===== src/design/pfc_pkg.sv =====
package pfc_pkg;

  localparam int SquareSide = 5;
  localparam int CellCount  = SquareSide * SquareSide;
  localparam int Alphabet   = 26;
  localparam int LetterW    = 5;
  localparam int PosW       = 3;
  localparam int CellAddrW  = $clog2(CellCount);

  localparam logic [LetterW-1:0] LetterI = LetterW'(8);
  localparam logic [LetterW-1:0] LetterJ = LetterW'(9);
  localparam logic [LetterW-1:0] LetterZ = LetterW'(25);

  typedef enum logic [1:0] {
    KIND_CLEAR  = 2'd0,
    KIND_KEY    = 2'd1,
    KIND_FINISH = 2'd2,
    KIND_PAIR   = 2'd3
  } kind_e;

  typedef enum logic [1:0] {
    STATUS_OK        = 2'd0,
    STATUS_ABSENT    = 2'd1,
    STATUS_NOT_READY = 2'd2
  } status_e;

  typedef enum logic [2:0] {
    ST_IDLE,
    ST_FILL,
    ST_POS_B,
    ST_CALC,
    ST_CELL_B,
    ST_EMIT
  } state_e;

  typedef struct packed {
    logic [1:0]         kind;
    logic [LetterW-1:0] first_letter;
    logic [LetterW-1:0] second_letter;
    logic               pad_second;
  } item_t;

  typedef struct packed {
    logic [LetterW-1:0] out_first;
    logic [LetterW-1:0] out_second;
    logic [1:0]         status;
  } result_t;

  typedef struct packed {
    logic [PosW-1:0] row;
    logic [PosW-1:0] col;
  } pos_t;

  typedef struct packed {
    logic busy;
    logic fill;
    logic ld_pos_a;
    logic calc;
    logic ld_first;
    logic emit;
  } seq_ctrl_t;

  function automatic logic [PosW-1:0] shift_idx(logic [PosW-1:0] v, logic dir);
    logic [PosW-1:0] r;
    if (dir) begin
      r = (v == '0) ? PosW'(SquareSide - 1) : v - PosW'(1);
    end else begin
      r = (v == PosW'(SquareSide - 1)) ? '0 : v + PosW'(1);
    end
    return r;
  endfunction

  function automatic logic [CellAddrW-1:0] cell_addr(logic [PosW-1:0] row,
                                                     logic [PosW-1:0] col);
    return CellAddrW'(row) * CellAddrW'(SquareSide) + CellAddrW'(col);
  endfunction

endpackage


===== src/design/pfc_ram.sv =====
module pfc_ram #(
  parameter int Width = 8,
  parameter int Depth = 32
) (
  input  logic                     clk_i,
  input  logic                     we_i,
  input  logic [$clog2(Depth)-1:0] waddr_i,
  input  logic [Width-1:0]         wdata_i,
  input  logic [$clog2(Depth)-1:0] raddr_i,
  output logic [Width-1:0]         rdata_o
);

  logic [Width-1:0] mem [Depth];
  logic [Width-1:0] rdata_q;

  always_ff @(posedge clk_i) begin
    if (we_i) begin
      mem[waddr_i] <= wdata_i;
    end
    rdata_q <= mem[raddr_i];
  end

  assign rdata_o = rdata_q;

endmodule


===== src/design/pfc_rule.sv =====
module pfc_rule (
  input  pfc_pkg::pos_t                     pos_a_i,
  input  pfc_pkg::pos_t                     pos_b_i,
  input  logic                              dir_i,
  output logic [pfc_pkg::CellAddrW-1:0]     addr_a_o,
  output logic [pfc_pkg::CellAddrW-1:0]     addr_b_o
);
  import pfc_pkg::*;

  always_comb begin
    if (pos_a_i.row == pos_b_i.row) begin
      addr_a_o = cell_addr(pos_a_i.row, shift_idx(pos_a_i.col, dir_i));
      addr_b_o = cell_addr(pos_b_i.row, shift_idx(pos_b_i.col, dir_i));
    end else if (pos_a_i.col == pos_b_i.col) begin
      addr_a_o = cell_addr(shift_idx(pos_a_i.row, dir_i), pos_a_i.col);
      addr_b_o = cell_addr(shift_idx(pos_b_i.row, dir_i), pos_b_i.col);
    end else begin
      // rectangle: swap columns
      addr_a_o = cell_addr(pos_a_i.row, pos_b_i.col);
      addr_b_o = cell_addr(pos_b_i.row, pos_a_i.col);
    end
  end

endmodule


===== src/design/pfc_seq.sv =====
module pfc_seq (
  input  logic               clk_i,
  input  logic               rst_ni,
  input  logic               accept_i,
  input  pfc_pkg::kind_e     kind_i,
  input  logic               pair_ok_i,
  input  logic               fill_last_i,
  output pfc_pkg::seq_ctrl_t ctrl_o
);
  import pfc_pkg::*;

  state_e state_q, state_d;

  always_ff @(posedge clk_i or negedge rst_ni) begin
    if (!rst_ni) begin
      state_q <= ST_IDLE;
    end else begin
      state_q <= state_d;
    end
  end

  always_comb begin
    state_d = state_q;
    unique case (state_q)
      ST_IDLE: begin
        if (accept_i && kind_i == KIND_FINISH) begin
          state_d = ST_FILL;
        end else if (accept_i && kind_i == KIND_PAIR && pair_ok_i) begin
          state_d = ST_POS_B;
        end
      end
      ST_FILL: begin
        if (fill_last_i) begin
          state_d = ST_IDLE;
        end
      end
      ST_POS_B:  state_d = ST_CALC;
      ST_CALC:   state_d = ST_CELL_B;
      ST_CELL_B: state_d = ST_EMIT;
      ST_EMIT:   state_d = ST_IDLE;
      default:   state_d = ST_IDLE;
    endcase
  end

  always_comb begin
    ctrl_o = '0;
    unique case (state_q)
      ST_IDLE:   ctrl_o.busy = 1'b0;
      ST_FILL: begin
        ctrl_o.busy = 1'b1;
        ctrl_o.fill = 1'b1;
      end
      ST_POS_B: begin
        ctrl_o.busy     = 1'b1;
        ctrl_o.ld_pos_a = 1'b1;
      end
      ST_CALC: begin
        ctrl_o.busy = 1'b1;
        ctrl_o.calc = 1'b1;
      end
      ST_CELL_B: begin
        ctrl_o.busy     = 1'b1;
        ctrl_o.ld_first = 1'b1;
      end
      ST_EMIT: begin
        ctrl_o.busy = 1'b1;
        ctrl_o.emit = 1'b1;
      end
      default:   ctrl_o = '0;
    endcase
  end

endmodule


===== src/design/playfair_digraph_cipher.sv =====
// channel   direction  handshake                      payload
// command   in         start, busy                    item_i
// result    out        result_strobe_o (no backpress) result_o
// config    in         cfg_valid_i, cfg_ready_o       cfg_data_i (direction)
//
// clear and key letter never make the block busy; finish walks the alphabet while busy
// a pair is busy through POS_B, CALC, CELL_B and EMIT: two reads of the position
// ram, then two reads of the square ram through its single read port; its result
// strobes in the cycle after the last busy one
// a pair rejected for status shows its result the cycle after it is taken
// reset clears the placed flags, fill count, ready flag and direction;
// the two rams need no clearing pass
module playfair_digraph_cipher (
  input  logic             clk_i,
  input  logic             rst_ni,
  input  logic             start,
  output logic             busy,
  input  pfc_pkg::item_t   item_i,
  output logic             result_strobe_o,
  output pfc_pkg::result_t result_o,
  input  logic             cfg_valid_i,
  output logic             cfg_ready_o,
  input  logic             cfg_data_i
);
  import pfc_pkg::*;

  seq_ctrl_t ctrl;
  logic      accept;

  logic [Alphabet-1:0]  placed_q, placed_d;
  logic [LetterW-1:0]   fill_cnt_q, fill_cnt_d;
  pos_t                 fill_pos_q, fill_pos_d;
  logic                 ready_q, ready_d;
  logic                 dir_q;
  logic [LetterW-1:0]   letter_cnt_q, letter_cnt_d;
  logic [LetterW-1:0]   b_q;
  pos_t                 pos_a_q;
  logic [CellAddrW-1:0] addr_b_q;
  logic [LetterW-1:0]   first_q;
  result_t              result_q, result_d;
  logic                 strobe_q, strobe_d;

  logic [LetterW-1:0]   b_letter;
  logic                 pair_ok;
  logic                 fill_last;
  logic [LetterW-1:0]   place_letter;
  logic                 place_skip;
  logic                 place_req;
  logic                 place_ok;

  logic [LetterW-1:0]   pos_raddr;
  logic [2*PosW-1:0]    pos_rdata;
  logic [CellAddrW-1:0] cell_raddr;
  logic [LetterW-1:0]   cell_rdata;
  logic [CellAddrW-1:0] addr_a, addr_b;

  function automatic logic is_placed(logic [Alphabet-1:0] v, logic [LetterW-1:0] l);
    return (l < LetterW'(Alphabet)) && v[l];
  endfunction

  assign accept      = start && !ctrl.busy;
  assign busy        = ctrl.busy;
  assign cfg_ready_o = !ctrl.busy;

  assign b_letter  = item_i.pad_second ? LetterZ : item_i.second_letter;
  assign pair_ok   = ready_q && is_placed(placed_q, item_i.first_letter)
                     && is_placed(placed_q, b_letter);
  assign fill_last = letter_cnt_q == LetterW'(Alphabet - 1);

  // placement unit shared by key letters and the finish walk
  assign place_letter = ctrl.fill ? letter_cnt_q : item_i.first_letter;
  assign place_skip   = (letter_cnt_q == LetterJ && !placed_q[LetterJ])
                     || (letter_cnt_q == LetterI && placed_q[LetterJ]);
  assign place_req    = ctrl.fill ? !place_skip
                      : (accept && item_i.kind == KIND_KEY && !ready_q);
  assign place_ok     = place_req && fill_cnt_q != LetterW'(CellCount)
                        && place_letter < LetterW'(Alphabet)
                        && !placed_q[place_letter];

  pfc_seq u_seq (
    .clk_i       (clk_i),
    .rst_ni      (rst_ni),
    .accept_i    (accept),
    .kind_i      (kind_e'(item_i.kind)),
    .pair_ok_i   (pair_ok),
    .fill_last_i (fill_last),
    .ctrl_o      (ctrl)
  );

  assign pos_raddr = ctrl.ld_pos_a ? b_q : item_i.first_letter;

  pfc_ram #(
    .Width (2 * PosW),
    .Depth (Alphabet)
  ) u_pos_ram (
    .clk_i   (clk_i),
    .we_i    (place_ok),
    .waddr_i (place_letter),
    .wdata_i (fill_pos_q),
    .raddr_i (pos_raddr),
    .rdata_o (pos_rdata)
  );

  pfc_rule u_rule (
    .pos_a_i  (pos_a_q),
    .pos_b_i  (pos_t'(pos_rdata)),
    .dir_i    (dir_q),
    .addr_a_o (addr_a),
    .addr_b_o (addr_b)
  );

  assign cell_raddr = ctrl.ld_first ? addr_b_q : addr_a;

  pfc_ram #(
    .Width (LetterW),
    .Depth (CellCount)
  ) u_cell_ram (
    .clk_i   (clk_i),
    .we_i    (place_ok),
    .waddr_i (cell_addr(fill_pos_q.row, fill_pos_q.col)),
    .wdata_i (place_letter),
    .raddr_i (cell_raddr),
    .rdata_o (cell_rdata)
  );

  always_comb begin
    placed_d     = placed_q;
    fill_cnt_d   = fill_cnt_q;
    fill_pos_d   = fill_pos_q;
    ready_d      = ready_q;
    letter_cnt_d = letter_cnt_q;
    if (accept && item_i.kind == KIND_CLEAR) begin
      placed_d   = '0;
      fill_cnt_d = '0;
      fill_pos_d = '0;
      ready_d    = 1'b0;
    end
    if (accept && item_i.kind == KIND_FINISH) begin
      letter_cnt_d = '0;
    end
    if (ctrl.fill) begin
      letter_cnt_d = letter_cnt_q + LetterW'(1);
      if (fill_last) begin
        ready_d = 1'b1;
      end
    end
    if (place_ok) begin
      placed_d[place_letter] = 1'b1;
      fill_cnt_d             = fill_cnt_q + LetterW'(1);
      if (fill_pos_q.col == PosW'(SquareSide - 1)) begin
        fill_pos_d.col = '0;
        fill_pos_d.row = fill_pos_q.row + PosW'(1);
      end else begin
        fill_pos_d.col = fill_pos_q.col + PosW'(1);
      end
    end
  end

  always_comb begin
    result_d = result_q;
    strobe_d = 1'b0;
    if (accept && item_i.kind == KIND_PAIR && !pair_ok) begin
      strobe_d            = 1'b1;
      result_d.out_first  = '0;
      result_d.out_second = '0;
      result_d.status     = ready_q ? STATUS_ABSENT : STATUS_NOT_READY;
    end else if (ctrl.emit) begin
      strobe_d            = 1'b1;
      result_d.out_first  = first_q;
      result_d.out_second = cell_rdata;
      result_d.status     = STATUS_OK;
    end
  end

  always_ff @(posedge clk_i or negedge rst_ni) begin
    if (!rst_ni) begin
      placed_q     <= '0;
      fill_cnt_q   <= '0;
      fill_pos_q   <= '0;
      ready_q      <= 1'b0;
      dir_q        <= 1'b0;
      letter_cnt_q <= '0;
      strobe_q     <= 1'b0;
    end else begin
      placed_q     <= placed_d;
      fill_cnt_q   <= fill_cnt_d;
      fill_pos_q   <= fill_pos_d;
      ready_q      <= ready_d;
      letter_cnt_q <= letter_cnt_d;
      strobe_q     <= strobe_d;
      if (cfg_valid_i && cfg_ready_o) begin
        dir_q <= cfg_data_i;
      end
    end
  end

  // payload registers
  always_ff @(posedge clk_i) begin
    result_q <= result_d;
    if (accept) begin
      b_q <= b_letter;
    end
    if (ctrl.ld_pos_a) begin
      pos_a_q <= pos_t'(pos_rdata);
    end
    if (ctrl.calc) begin
      addr_b_q <= addr_b;
    end
    if (ctrl.ld_first) begin
      first_q <= cell_rdata;
    end
  end

  assign result_strobe_o = strobe_q;
  assign result_o        = result_q;

endmodule


===== config.mk =====
export PLATFORM = sky130hd
export DESIGN_NAME = playfair_digraph_cipher
export DESIGN_NICKNAME = d
export VERILOG_FILES = /design/src/design/pfc_pkg.sv /design/src/design/pfc_ram.sv /design/src/design/pfc_rule.sv /design/src/design/pfc_seq.sv /design/src/design/playfair_digraph_cipher.sv
export SDC_FILE = /design/constraint.sdc
export NUM_CORES = 1
export LEC_CHECK = 0
export ABC_AREA = 1
export BUFFER_PORTS_ARGS = -buffer_cell sky130_fd_sc_hd__buf_2
export CAP_MARGIN = 20
export CORE_ASPECT_RATIO = 0.6
export CORE_UTILIZATION = 45
export CTS_CLUSTER_DIAMETER = 30
export DETAILED_ROUTE_END_ITERATION = 6
export GPL_ROUTABILITY_DRIVEN = 0
export GPL_TIMING_DRIVEN = 0
export HOLD_SLACK_MARGIN = 0.06
export PLACE_DENSITY = 0.59
export SKIP_LAST_GASP = 1
export SYNTH_ARGS = -nofsm -noshare
export SYNTH_HDL_FRONTEND = slang
export SYNTH_SLANG_ARGS = --single-unit

===== constraint.sdc =====
create_clock -name clk_i -period 4 [get_ports clk_i]
set_input_delay 0 -clock clk_i [delete_from_list [all_inputs] [get_ports clk_i]]
set_output_delay 0 -clock clk_i [all_outputs]
set_load 0.05 [all_outputs]

==> impl_metrics.env <==
export IMPL_status="finished with violations"
export IMPL_ys_warn_count=0
export IMPL_io_buffer_count=30
export IMPL_coreArea_um2=39500
export IMPL_r2r_cells=11
export IMPL_post_route_period_util_pct=99.3
export IMPL_synth_edf_count=304
export IMPL_clkTransAtPathRegs_ns=0.06
export IMPL_htree_levels=3
export IMPL_p_leak_nw=8.86
export IMPL_grtUsageTotal_pct=26.5
export IMPL_grt_busiest_layer="met1"
export IMPL_met1_usage_pct=42.3
export IMPL_critPathCaptureType="flip-flop"
export IMPL_slowest_delay_ns=0.59
export IMPL_cts_tree="built"
export IMPL_cts_buffer_depth=3
export IMPL_seq_area_frac_synth_pct=58.8
export IMPL_cts_buffers_inserted=67
export IMPL_area_growth_pct=20.5
export IMPL_violations="DRC"
export IMPL_rsz0062_at_grt="yes"
export IMPL_use_met2_pct=33.1
export IMPL_synth_cells=1840
export IMPL_insertion_delay_ns=0.58
export IMPL_powerDensity_nw_per_um2=968
export IMPL_finalSetupViolCount=0
export IMPL_syn_area_um2=18300
export IMPL_cp_cell_sequence="inv_2 > nand3_4 > buf_4 > o21a_2 > inv_2 > nor2_1 > o21ai_1 > nand2_1 > nor2_4 > nand3_1 > nor2_1"
export IMPL_via_per_inst=5.68
export IMPL_drv_slew=0
export IMPL_dieArea_um2=41500
export IMPL_final_setup_tns_ns=0
export IMPL_nNetsFinal=2065
export IMPL_worst_clock_skew_ns=0.0359
export IMPL_drv_cap=0
export IMPL_vias=14519
export IMPL_dr_pass1_iters=7
export IMPL_grt_overflow=0
export IMPL_grt_max_degree=35
export IMPL_max_clock_freq_ghz=0.252
export IMPL_cts_sinks=373
export IMPL_cp_slowest_cell="nor2_1"
export IMPL_die_w_um=262
export IMPL_synth_avg_cell_area_um2=9.93
export IMPL_drcViolationCount=3
export IMPL_grt_pass1_vias=13491
export IMPL_crit_type="flip-flop to flip-flop"
export IMPL_required_ns=4.21
export IMPL_synthTopCellsByArea="edfxtp_1, dfrtp_1, nand2_1"
export IMPL_hold_ws_ns=0.108
export IMPL_worstPathArrival_ns=4.18
export IMPL_place_hpwl_mm=37.8
export IMPL_min_path_cells=5
export IMPL_cts_root_buffer="clkbuf_16"
export IMPL_start_util_pct=46.3
export IMPL_irDropWorstVdd_v=0.000429
export IMPL_drive_gt1_share_pct=13.4
export IMPL_use_met3_pct=9.48
export IMPL_critPathMaxFanout=28
export IMPL_start_kind="flip-flop"
export IMPL_syn_nets=1926
export IMPL_io_pins=33
export IMPL_tightest_slew_ns=1.15
export IMPL_slew_headroom_pct=23.0
export IMPL_synth_top_cell_by_area="edfxtp_1"
export IMPL_wl_per_cell_um=21.1
export IMPL_grt_pass1_wl_mm=81.0
export IMPL_antenna_found_initial=2
export IMPL_row_count=56
export IMPL_die_h_um=158
export IMPL_diodes=0
export IMPL_ant_nets=0
export IMPL_ys_seq_elements=373
export IMPL_wl_mm=53.8
export IMPL_period_needed_ns=3.97
export IMPL_synth_cell_types=52
export IMPL_ys_dominant_reg_cell="edfxtp_1"
export IMPL_drtIter0Drc=1893
export IMPL_synth_top_cell_area_share_pct=49.9
export IMPL_finalHoldViolCount=0
export IMPL_hp_class="primary input to flip-flop"
export IMPL_ys_async_sr_fraction_pct=12.9
==> area by class of cell <==
class | instances | area [um^2]
tap | 522 | 653
multi-input combinational | 1168 | 6590
clock buffer | 78 | 1800
timing repair buffer | 69 | 571
fill | 3428 | 17500
inverter | 217 | 823
clock inverter | 44 | 440
sequential | 373 | 10800
buffer | 83 | 388
==> critical path, delay by kind of cell (launching register included) <==
kind	cells	cell delay, ns
AOI/OAI and AO/OA	2	0.41
buffers and inverters	3	0.88
DFF	1	0.44
and+or+nand+nor	6	1.87
==> cell families (layout without fill, tap and decap cells) <==
logic type	after synthesis	count (layout)	share of synthesized area [%]
buffers and inverters	300	491	6.46
and+or+nand+nor	778	778	18.9
muxes	1	1	0.0548
xor gates and xnor gates	27	27	1.29
AOI/OAI and AO/OA	293	294	9.56
adders and majority gates	68	68	4.94
DFF	373	373	58.8
==> layer usage <==
| layer | vias up | wire length, um | share of wire [%] |
|---|---|---|---|
| met1 | 6985 | 25700 | 48 |
| li1 | 6687 | - | - |
| met5 | - | 0 | 0 |
| met3 | 67 | 7300 | 14 |
| met2 | 780 | 20100 | 37 |
| met4 | 0 | 710 | 1.3 |
==> registers in the layout, indices dropped and copies added, names as in the netlist <==
register,count
letter_cnt_q,5
dir_q,1
result_o,12
u_seq.state_q,3
fill_pos_q,6
ready_q,1
u_cell_ram.rdata_o,5
b_q,5
addr_b_q,5
u_pos_ram.rdata_o,6
first_q,5
fill_cnt_q,5
pos_a_q,6
placed_q,26
result_strobe_o,1
u_pos_ram.mem,156
u_cell_ram.mem,125
==> through the flow <==
step / area [um^2] / util [%] / setup WS, ns / instances / power [mW]
floorplan: 18300 / - / 0.438 / 1840 / 11.7
global placement: 19100 / 48.3 / -0.825 / 2392 / 14.6
detailed placement: 19200 / 48.6 / -0.735 / 2399 / 14.9
CTS: 21800 / 55.2 / -0.195 / 2544 / 20.7
global route: 22000 / 55.7 / -0.108 / 2554 / 22.6
finish: 22000 / 55.7 / 0.0284 / 2554 / 21.3
==> timing repair <==
item / 4_1_cts / 5_1_grt
gates resized for setup: 33 / 48
setup endpoints to repair: 176 / 286
endpoints found under the hold margin: 64 / 0
buffers inserted: 2 / 9
hold buffers: 20 / 0
pin swaps: 1 / 3
cloned: 1 / 0
==> synthesized netlist by cell type (2+ instances only) <==
cell type	instances
a21oi_1	51
a22oi_1	5
buf_1	2
buf_2	23
buf_4	3
buf_6	2
clkbuf_1	53
clkinv_1	5
dfrtp_1	48
dfxtp_1	21
edfxtp_1	304
fa_1	7
ha_1	61
inv_1	205
inv_2	7
nand2_1	316
nand2_2	2
nand3_1	232
nand3b_1	27
nand4_1	8
nor2_1	152
nor2_2	2
nor2_4	4
nor3_1	26
o2111ai_1	3
o211ai_1	12
o21ai_0	135
o21ai_1	15
o21ai_2	5
o21bai_1	2
o221ai_1	35
o22ai_1	17
or2_2	6
xnor2_1	18
xor2_1	9
==> placed cells by master, fill, tap and decap left out, drive strengths merged, types with 18 or more instances in the layout <==
cell type,count
nor2,158
o221ai,35
nand3,233
edfxtp,304
buf,80
o22ai,18
clkbuf,130
nor3,27
a21oi,52
dfrtp,48
xnor2,18
dfxtp,21
ha,61
nand3b,27
dlygate4sd3,20
clkinv,27
inv,221
o21ai,156
nand2,318
==> report_power, final <==
group / internal (mW) / switching [mW] / total, mW
clock network: 3.54 / 2.04 / 5.58
logic: 2.98 / 7.01 / 9.98
registers: 5.19 / 0.566 / 5.76
==> final timing paths <==
kind                            slack [ns]                  start              endpoint
worst max-delay path                  0.03       u_seq.state_q[1]  u_cell_ram.mem[8][1]
max in group asynchronous             2.27                 rst_ni         fill_pos_q[5]
worst min-delay path                  0.11             item_i[10]  u_pos_ram.rdata_o[4]
min in group asynchronous             0.56                 rst_ni          placed_q[20]
worst min register to register        0.41  u_cell_ram.rdata_o[2]            first_q[2]
worst max register to register        0.03       u_seq.state_q[1]  u_cell_ram.mem[8][1]
Note: power is estimated with default switching activity, not from simulation.
